`src/rtl/free_block_allocator_unit_assert.svh`:
```
// Assertion macros for the allocator RTL.
`ifndef FREE_BLOCK_ALLOCATOR_UNIT_ASSERT_SVH
`define FREE_BLOCK_ALLOCATOR_UNIT_ASSERT_SVH

// Same-cycle implication, checked outside reset.
`define FBA_ASSERT_HOLDS(label, clk, rstn, ante, cons, msg) \
    label: assert property (@(posedge clk) disable iff (!rstn) (ante) |-> (cons)) \
        else $error(msg);

// Next-cycle implication, checked outside reset.
`define FBA_ASSERT_NEXT(label, clk, rstn, ante, cons, msg) \
    label: assert property (@(posedge clk) disable iff (!rstn) (ante) |=> (cons)) \
        else $error(msg);

`endif

```
`src/rtl/fba_pkg.sv`:
```
`default_nettype none

package fba_pkg;

    localparam int WORD_W         = 32;
    localparam int WORD_SH        = 5;
    localparam int LEN_W          = 31;
    localparam int IDX_W          = 10;
    localparam int CNT_OUT_W      = 11;
    localparam int OP_W           = 3;
    localparam int STAT_W         = 3;
    localparam int LOG2_W         = 5;
    localparam int CFG_ADDR_W     = 1;
    localparam int CFG_DATA_W     = 11;
    localparam int BSIZE_LOG2_MAX = 30;

    localparam logic [CFG_DATA_W-1:0] BLOCK_COUNT_RST = 11'd1024;
    localparam logic [LOG2_W-1:0]     BSIZE_LOG2_RST  = 5'd20;

    localparam logic [OP_W-1:0] OP_ALLOC   = 3'd0;
    localparam logic [OP_W-1:0] OP_RESERVE = 3'd1;
    localparam logic [OP_W-1:0] OP_RELEASE = 3'd2;
    localparam logic [OP_W-1:0] OP_QUERY   = 3'd3;
    localparam logic [OP_W-1:0] OP_APPEND  = 3'd4;

    localparam logic [STAT_W-1:0] STAT_OK        = 3'd0;
    localparam logic [STAT_W-1:0] STAT_NO_SPACE  = 3'd1;
    localparam logic [STAT_W-1:0] STAT_NOT_FOUND = 3'd2;
    localparam logic [STAT_W-1:0] STAT_BAD_LEN   = 3'd3;
    localparam logic [STAT_W-1:0] STAT_RANGE     = 3'd4;

    localparam logic [CFG_ADDR_W-1:0] REG_BLOCK_COUNT     = 1'b0;
    localparam logic [CFG_ADDR_W-1:0] REG_BLOCK_SIZE_LOG2 = 1'b1;

    typedef struct packed {
        logic [OP_W-1:0]  op;
        logic [IDX_W-1:0] block_index;
        logic [LEN_W-1:0] length;
    } req_t;

    typedef struct packed {
        logic [STAT_W-1:0]    status;
        logic [IDX_W-1:0]     granted_block;
        logic [LEN_W-1:0]     written_bytes;
        logic [CNT_OUT_W-1:0] allocated_count;
    } rsp_t;

    // Decision of one evaluate step, from the shared unit to the sequencer.
    typedef struct packed {
        logic                 fin;
        logic [STAT_W-1:0]    status;
        logic [IDX_W-1:0]     granted;
        logic [WORD_SH-1:0]   bit_pos;
        logic [LEN_W-1:0]     wbytes;
        logic                 map_we;
        logic [WORD_W-1:0]    map_wdata;
        logic                 len_we;
        logic [LEN_W-1:0]     len_wdata;
        logic                 inc;
        logic                 dec;
    } eval_t;

endpackage

`default_nettype wire

```
`src/rtl/fba_unit.sv`:
```
`default_nettype none

module fba_unit #(
    parameter int PAGE_BYTES_LOG2 = 12
) (
    input  logic [fba_pkg::OP_W-1:0]   op,
    input  logic [fba_pkg::IDX_W-1:0]  block_index,
    input  logic [fba_pkg::LEN_W-1:0]  length,
    input  logic                       in_range,
    input  logic [fba_pkg::WORD_W-1:0] map_word,
    input  logic [fba_pkg::LEN_W-1:0]  wlen,
    input  logic [fba_pkg::LEN_W-1:0]  bsz,
    input  logic [31:0]                word_base,
    input  logic [31:0]                cnt_eff,
    input  logic                       last_word,
    output fba_pkg::eval_t             ev
);

    import fba_pkg::*;

    localparam logic [LEN_W-1:0] SUBPAGE_BITS = LEN_W'((64'd1 << PAGE_BYTES_LOG2) - 64'd1);

    logic [WORD_SH-1:0] sel_bit;
    logic [WORD_SH-1:0] pos;
    logic               any_free;
    logic [31:0]        alloc_blk;
    logic               aligned;
    logic               sel_free;
    logic [LEN_W:0]     sum;

    assign sel_bit   = block_index[WORD_SH-1:0];
    assign sel_free  = map_word[sel_bit];
    assign aligned   = (length & SUBPAGE_BITS) == '0;
    assign sum       = {1'b0, wlen} + {1'b0, length};
    assign alloc_blk = word_base + 32'(pos);

    // Lowest set bit of the map word.
    always_comb begin
        pos      = '0;
        any_free = 1'b0;
        for (int i = WORD_W - 1; i >= 0; i--) begin
            if (map_word[i]) begin
                pos      = WORD_SH'(i);
                any_free = 1'b1;
            end
        end
    end

    always_comb begin
        ev           = '0;
        ev.fin       = 1'b1;
        ev.status    = STAT_OK;
        ev.granted   = block_index;
        ev.bit_pos   = sel_bit;
        ev.map_wdata = map_word;
        if (op == OP_ALLOC) begin
            ev.bit_pos = pos;
            ev.granted = '0;
            if (any_free && (alloc_blk < cnt_eff)) begin
                ev.granted   = IDX_W'(alloc_blk);
                ev.map_we    = 1'b1;
                ev.map_wdata = map_word & ~(WORD_W'(1) << pos);
                ev.len_we    = 1'b1;
                ev.inc       = 1'b1;
            end else begin
                ev.status = STAT_NO_SPACE;
                ev.fin    = any_free || last_word || ((word_base + 32'(WORD_W)) >= cnt_eff);
            end
        end else if (!in_range) begin
            ev.status = STAT_RANGE;
        end else begin
            case (op)
                OP_RESERVE: begin
                    if (!sel_free) begin
                        ev.status = STAT_NOT_FOUND;
                        ev.wbytes = wlen;
                    end else if (!aligned || (length > bsz)) begin
                        ev.status = STAT_BAD_LEN;
                    end else begin
                        ev.map_we    = 1'b1;
                        ev.map_wdata = map_word & ~(WORD_W'(1) << sel_bit);
                        ev.len_we    = 1'b1;
                        ev.len_wdata = length;
                        ev.inc       = 1'b1;
                        ev.wbytes    = length;
                    end
                end
                OP_RELEASE: begin
                    if (sel_free) begin
                        ev.status = STAT_NOT_FOUND;
                    end else begin
                        ev.map_we    = 1'b1;
                        ev.map_wdata = map_word | (WORD_W'(1) << sel_bit);
                        ev.dec       = 1'b1;
                    end
                end
                OP_QUERY: begin
                    if (sel_free) begin
                        ev.status = STAT_NOT_FOUND;
                    end else begin
                        ev.wbytes = wlen;
                    end
                end
                OP_APPEND: begin
                    if (sel_free) begin
                        ev.status = STAT_NOT_FOUND;
                    end else if (!aligned || (sum > {1'b0, bsz})) begin
                        ev.status = STAT_BAD_LEN;
                        ev.wbytes = wlen;
                    end else begin
                        ev.len_we    = 1'b1;
                        ev.len_wdata = sum[LEN_W-1:0];
                        ev.wbytes    = sum[LEN_W-1:0];
                    end
                end
                default: begin
                    ev.status = STAT_RANGE;
                end
            endcase
        end
    end

endmodule

`default_nettype wire

```
`config.mk`:
```
export PLATFORM = sky130hd
export DESIGN_NAME = fba_unit
export DESIGN_NICKNAME = d
export VERILOG_FILES = /design/src/rtl/free_block_allocator_unit_assert.svh /design/src/rtl/fba_pkg.sv /design/src/rtl/fba_unit.sv
export SDC_FILE = /design/constraint.sdc
export NUM_CORES = 1
export LEC_CHECK = 0
export BUFFER_PORTS_ARGS = -buffer_cell sky130_fd_sc_hd__buf_4
export CAP_MARGIN = 40
export CORE_MARGIN = 4
export CORE_UTILIZATION = 29
export DETAILED_ROUTE_END_ITERATION = 16
export GPL_TIMING_DRIVEN = 1
export SYNTH_ARGS = -nofsm -noshare
export SYNTH_HDL_FRONTEND = slang
export SYNTH_SLANG_ARGS = --single-unit
```
`constraint.sdc`:
```
create_clock -name vclk -period 9
set_input_delay 1.8 -clock vclk [all_inputs]
set_output_delay 1.8 -clock vclk [all_outputs]
set_load 0.02 [all_outputs]
```
==> impl_metrics.py, run 1 <==
metrics = {
    "synthesis": {
        "synth_common_cells": "ha_1, nand2_1, nor2_1, inv_1, a21oi_1",
        "synth_top_area_share": 0.232,
        "synth_area_leaders": "ha_1, nand2_1, a21oi_1",
        "syn_area_um2": 8720,
        "yosysTopAreaCell": "ha_1",
        "post-synth-top-count-cell": "ha_1",
        "syn_area_per_cell_um2": 6.85,
        "syn_inst": 1273,
        "synth.distinct_cells": 81,
        "yosysSeqAreaShare": 0,
        "ys_warn_count": 0,
        "syn_nets": 1641,
    },
    "layout": {
        "final_nets": 1959,
        "drive_gt1_frac": 0.256,
        "synthToLayoutAreaGrowth_pct": 35.1,
        "seq_cell_count": 0,
        "multi_input_area_um2": 8200,
        "fin_util": 0.397,
        "nFillCells": 3212,
        "nClkBuffers": 0,
        "seqCellArea_um2": 0,
        "n_antenna_cell": 0,
    },
    "setup_path": {
        "worstPathRequired_ns": 7.20,
        "crit_fanout": 7,
        "arrival_ns": 6.92,
        "worstSetupStartpoint": "map_word[21]",
        "crit_type": "input port to output port",
        "endpoint_kind": "output port",
        "cp-start-kind": "input port",
    },
    "pwr": {
        "powerDensity_nw_per_um2": 55.3,
        "pwr-share-clk": 0,
        "p_switching_uw": 377,
        "seq_power_share": 0,
        "ir_drop_v": 0.0000217,
        "p_comb_frac": 1.000,
        "cellLeakagePower_nw": 5.63,
        "p_int_uw": 275,
        "p_sw_frac": 0.578,
        "power_uw": 652,
    },
    "floorplan": {
        "die-area_um2": 32900,
        "start_util": 0.294,
        "rows": 63,
        "coreArea_um2": 29600,
        "die_w_um": 181,
        "num_io_pins": 321,
        "fp.dieH_um": 181,
    },
    "sta": {
        "setup_violations": 0,
        "tightest_slew_ns": 0.788,
        "whs_ns": 3.91,
        "layout_min_cycle_time_ns": 8.72,
        "final-hold-violation-count": 0,
        "slew_headroom": 0.472,
        "timing.final.crit_share": 0.969,
        "fmax_ghz": 0.115,
        "slew_viol_final": 0,
    },
    "placement": {
        "portBuffers": 321,
        "hpwl_um": 35600,
        "gp_congestion": 0.996,
    },
    "global_routing": {
        "grt_pass1_wl_um": 62500,
        "grt_pass1_vias": 11200,
        "grt_max_degree": 25,
        "grt-ovfl-total": 0,
        "grt_usage": 0.231,
        "antenna_found_initial": 1,
    },
    "outcome": {
        "status": "complete, no violations",
    },
    "drt": {
        "drt_iter0_drc": 848,
        "viasPerCell": 5.74,
        "drc": 0,
        "postRouteAntennaNets": 0,
        "vias": 11400,
        "wl_per_cell_um": 20.9,
        "dr.pass1.iters": 5,
        "drt-total-wl_um": 41400,
    },
    "flow_run": {
        "maxCapViolCount": 0,
    },
    "worst_hold_path": {
        "min_path_type": "input port to output port",
        "min_from": "wlen[22]",
        "holdPathStages": 3,
    },
    "cts": {
        "cts_hold_buf": 0,
    },
}
## power groups by stage
| stage | clock [mW] | combinational, mW | sequential, mW |
|---|---|---|---|
| 6_report | 0 | 0.652 | 0 |
| 5_1_grt | 0 | 0.714 | 0 |
| 4_1_cts | 0 | 0.637 | 0 |
| 3_5_place_dp | 0 | 0.633 | 0 |
| 3_3_place_gp | 0 | 0.627 | 0 |
| 2_1_floorplan | 0 | 0.374 | 0 |
## worst max-delay path, cell delays in order
cell	delay, ns
buf_4	0.13
or4_1	0.51
o32ai_1	0.12
a31oi_1	0.08
and4_1	0.24
or2_1	0.27
inv_2	0.10
ha_1	0.22
a21o_1	0.16
a21oi_1	0.22
o21bai_1	0.11
a21o_1	0.21
nand4_1	0.20
xnor2_1	0.11
ha_1	0.33
nand3_1	0.15
nor4_1	0.44
a21oi_1	0.11
a32oi_1	0.33
o21ai_2	0.14
buf_6	0.17
nand3_1	0.11
o31ai_1	0.14
or2_2	0.34
buf_4	0.17
## layout by cell type, fill, tap and decap left out, drive strengths merged, types with 6 or more instances in the layout
cell | netlist | final
nor2b | 14 | 14
a211oi | 21 | 21
a32o | 17 | 17
and4 | 6 | 6
mux4 | 7 | 7
nor4 | 19 | 19
a22oi | 18 | 18
a21o | 33 | 33
a31oi | 10 | 10
nand2b | 16 | 16
o21ai | 71 | 71
nand2 | 118 | 118
nand3 | 56 | 56
inv | 98 | 98
nor2 | 101 | 101
xnor2 | 39 | 39
or2 | 14 | 14
and2 | 10 | 10
buf | 14 | 360
ha | 162 | 162
o21a | 11 | 11
o211ai | 16 | 16
o31ai | 13 | 13
a21oi | 77 | 77
mux2i | 9 | 9
o41ai | 8 | 8
o311ai | 6 | 6
nor3 | 50 | 50
or3 | 12 | 12
xor2 | 39 | 39
nand4 | 46 | 46
o22ai | 8 | 8
a22o | 8 | 8
and3 | 26 | 26
## kinds of logic after synthesis
kind of cell	share of synthesized area
compound gates	0.301
buf+inv	0.0682
mux	0.0297
xor+xnor	0.0784
simple gates	0.285
fa+ha+maj	0.237
## timing repair
action	CTS	global route
setup buffers	0	2
setup endpoints to repair	0	94
gates resized for setup	0	16
## routing by layer
layer / vias to the layer above / routed length (um) / global-route usage
li1: 5465 / - / -
met1: 5274 / 17400 / 0.301
met2: 531 / 19300 / 0.397
met3: 86 / 3320 / 0.0351
met4: 2 / 1340 / 0.0621
met5: - / 20 / 0
## through the flow
stage / setup slack [ns] / std cells / area [um2] / TNS, ns
detailed placement: 0.110 / 1976 / 11700 / 0
CTS: 0.0775 / 1976 / 11700 / 0
finish: 0.277 / 1979 / 11800 / 0
global placement: 0.0793 / 1972 / 11700 / 0
floorplan: 0.578 / 1273 / 8720 / 0
global route: -0.0156 / 1979 / 11800 / -0.0247
## worst paths after layout
kind / endpoint / slack [ns]
hold / removal: ev[89] / 3.91
setup / recovery: ev[66] / 0.28
## area by class of cell
type | instances | share of cell area
multi-input cells | 1131 | 0.696
repair buffers | 360 | 0.231
well taps | 390 | 0.0414
inverters | 98 | 0.0312
(Power assumes the default switching activity.)
==> run 2, diff against run 1 <==
ABC_AREA = 1   (was unset)
==> run 2 against run 1 <==
  * Worst hold slack got worse by 0.012 ns
  * Flip-flop and latch count did not move
  * Critical path type unchanged
  * Largest power group unchanged
  * Global-route usage shrank 0.92 points
  * Synthesized cell count up 32%
  * Worst setup slack better by 0.0066 ns
  * Final cell count rose by 22%
==> impl_metrics.py, run 2 <==
metrics = {
    "placement": {
        "dp_cells": 2406,
        "hpwl_um": 35700,
        "portBuffers": 321,
        "gp_congestion": 0.959,
    },
    "pwr": {
        "p_int_uw": 273,
        "cellLeakagePower_nw": 6.52,
        "powerDensity_nw_per_um2": 54.6,
        "ir_drop_v": 0.0000199,
        "pwr-share-clk": 0,
        "p_sw_frac": 0.603,
        "p_comb_frac": 1.000,
        "p_switching_uw": 415,
        "seq_power_share": 0,
    },
    "global_routing": {
        "antenna_found_initial": 2,
        "grt_usage": 0.222,
        "grt_pass1_wl_um": 66200,
        "grt_max_degree": 59,
        "grt.met2_usage": 0.364,
        "grtUsageMet3": 0.0296,
        "use_met1": 0.316,
        "grt-ovfl-total": 0,
        "grt_pass1_vias": 12200,
        "gr-max-usage-layer": "met2",
    },
    "setup_path": {
        "crit_path_end": "ev[44]",
        "cp-start-kind": "input port",
        "worstPathRequired_ns": 7.20,
        "slowest_delay_ns": 0.40,
        "crit_top_cell": "nand2_1",
        "crit_type": "input port to output port",
        "critPathSlowestCell": "fa_2",
        "arrival_ns": 6.92,
        "crit_fanout": 6,
        "endpoint_kind": "output port",
        "worstSetupStartpoint": "map_word[27]",
    },
    "drt": {
        "viasPerCell": 5.27,
        "dr.pass1.iters": 5,
        "postRouteAntennaNets": 0,
        "drc": 0,
        "drt_iter0_drc": 1152,
        "vias": 12800,
        "wl_per_cell_um": 17.5,
        "drt-total-wl_um": 42400,
    },
    "layout": {
        "multi_input_area_um2": 8430,
        "final_common_cell": "nand2_1",
        "n_antenna_cell": 0,
        "stdcell_count": 2421,
        "final_nets": 2356,
        "nClkBuffers": 0,
        "nFillCells": 3466,
        "synthToLayoutAreaGrowth_pct": 34.1,
        "seqCellArea_um2": 0,
        "drive_gt1_frac": 0.223,
        "layout_common_cells": "nand2_1, buf_4, inv_1",
        "seq_cell_count": 0,
    },
    "synthesis": {
        "post-synth-top-count-cell": "nand2_1",
        "syn_area_um2": 9410,
        "synth-compound-area-share": 0.227,
        "yosysSeqAreaShare": 0,
        "syn_inst": 1676,
        "synthAdderAreaFrac": 0.220,
        "synth-simple-area-share": 0.367,
        "ys_warn_count": 0,
        "synth_area_leaders": "ha_1, nand2_1, inv_1",
        "synth_xor_area_frac": 0.0652,
        "synth_common_cells": "nand2_1, inv_1, a21oi_1, ha_1, nor2_1",
        "synth_top_family_by_area": "simple AND/OR/NAND/NOR gates",
        "yosysTopAreaCell": "ha_1",
        "muxShareOfSynthArea": 0.00106,
        "synth_top_area_share": 0.216,
        "syn_nets": 2044,
        "syn_area_per_cell_um2": 5.61,
        "synth.distinct_cells": 54,
    },
    "sta": {
        "layout_min_cycle_time_ns": 8.72,
        "setup_violations": 0,
        "tightest_slew_ns": 0.888,
        "slew_viol_final": 0,
        "timing.final.crit_share": 0.969,
        "fmax_ghz": 0.115,
        "tns_ns": 0,
        "final-hold-violation-count": 0,
        "rsz0062_at_grt": "true",
        "slew_headroom": 0.404,
    },
    "floorplan": {
        "num_io_pins": 321,
        "fp.dieH_um": 188,
        "start_util": 0.296,
        "coreArea_um2": 31800,
        "rows": 65,
        "die_w_um": 188,
        "die-area_um2": 35400,
    },
    "cts": {
        "cts_hold_buf": 0,
    },
    "worst_hold_path": {
        "min_path_type": "input port to output port",
    },
    "outcome": {
        "status": "complete, no violations",
    },
    "flow_run": {
        "maxCapViolCount": 0,
    },
}
run 2: worst min path at each step:
| stage | from | end | slack (ns) | depth (start not counted) |
|---|---|---|---|---|
| after global placement | block_index[5] | ev[108] | 3.90 | 4 |
| after global routing | block_index[9] | ev[112] | 3.92 | 4 |
| after CTS | block_index[5] | ev[108] | 3.90 | 4 |
| after floorplan | in_range | ev[115] | 3.73 | 1 |
| after detailed placement | block_index[5] | ev[108] | 3.90 | 4 |
| final | block_index[5] | ev[108] | 3.90 | 4 |
run 2: cell families (layout without fill, tap and decap cells):
group / after synthesis / after routing
adder cells (fa/ha/maj): 164 / 164
XOR/XNOR: 70 / 70
AND/OR/NAND/NOR: 791 / 791
multiplexers: 1 / 1
AO/OA/AOI/OAI: 361 / 361
buffers and inverters: 289 / 599
run 2: worst max-delay path: cells and delay by family:
| kind | cells | cell delay, ns |
|---|---|---|
| and+or+nand+nor | 32 | 2.08 |
| AOI/OAI and AO/OA | 8 | 1.29 |
| adders and majority gates | 3 | 0.83 |
| buffers and inverters | 6 | 0.72 |
| xor gates and xnor gates | 1 | 0.19 |
run 2: timing repair:
action / in CTS / in global routing
hold endpoints to repair: 0 / 0
setup endpoints to repair: 1 / 49
resized for setup: 1 / 59
buffers inserted: 0 / 15
pin swaps: 0 / 30
run 2: power groups by stage:
| stage | combinational, mW | clock, mW | sequential [mW] |
|---|---|---|---|
| final | 0.689 | 0 | 0 |
| after global routing | 0.767 | 0 | 0 |
| after CTS | 0.665 | 0 | 0 |
| after detailed placement | 0.662 | 0 | 0 |
| after global placement | 0.653 | 0 | 0 |
| after floorplan | 0.403 | 0 | 0 |
run 2: metrics by stage:
stage	hold WS (ns)	cell area [um2]	power, mW	setup WS (ns)	util
3_3_place_gp	3.90	12300	0.653	0.0681	0.387
5_1_grt	3.92	12600	0.767	-0.109	0.397
4_1_cts	3.90	12300	0.665	0.0400	0.387
3_5_place_dp	3.90	12300	0.662	-0.00291	0.387
2_1_floorplan	3.73	9410	0.403	0.462	-
6_report	3.90	12600	0.689	0.283	0.397
run 2: cell type report:
type | count | share of cell area
Multi-Input combinational cell | 1387 | 0.668
Timing Repair Buffer | 357 | 0.216
Inverter | 242 | 0.0730
Tap cell | 435 | 0.0432
run 2: per-layer routing:
layer | part of all wire | wire [um]
met5 | 0.00080 | 34
met4 | 0.015 | 635
met1 | 0.46 | 19400
met2 | 0.45 | 18900
met3 | 0.079 | 3360
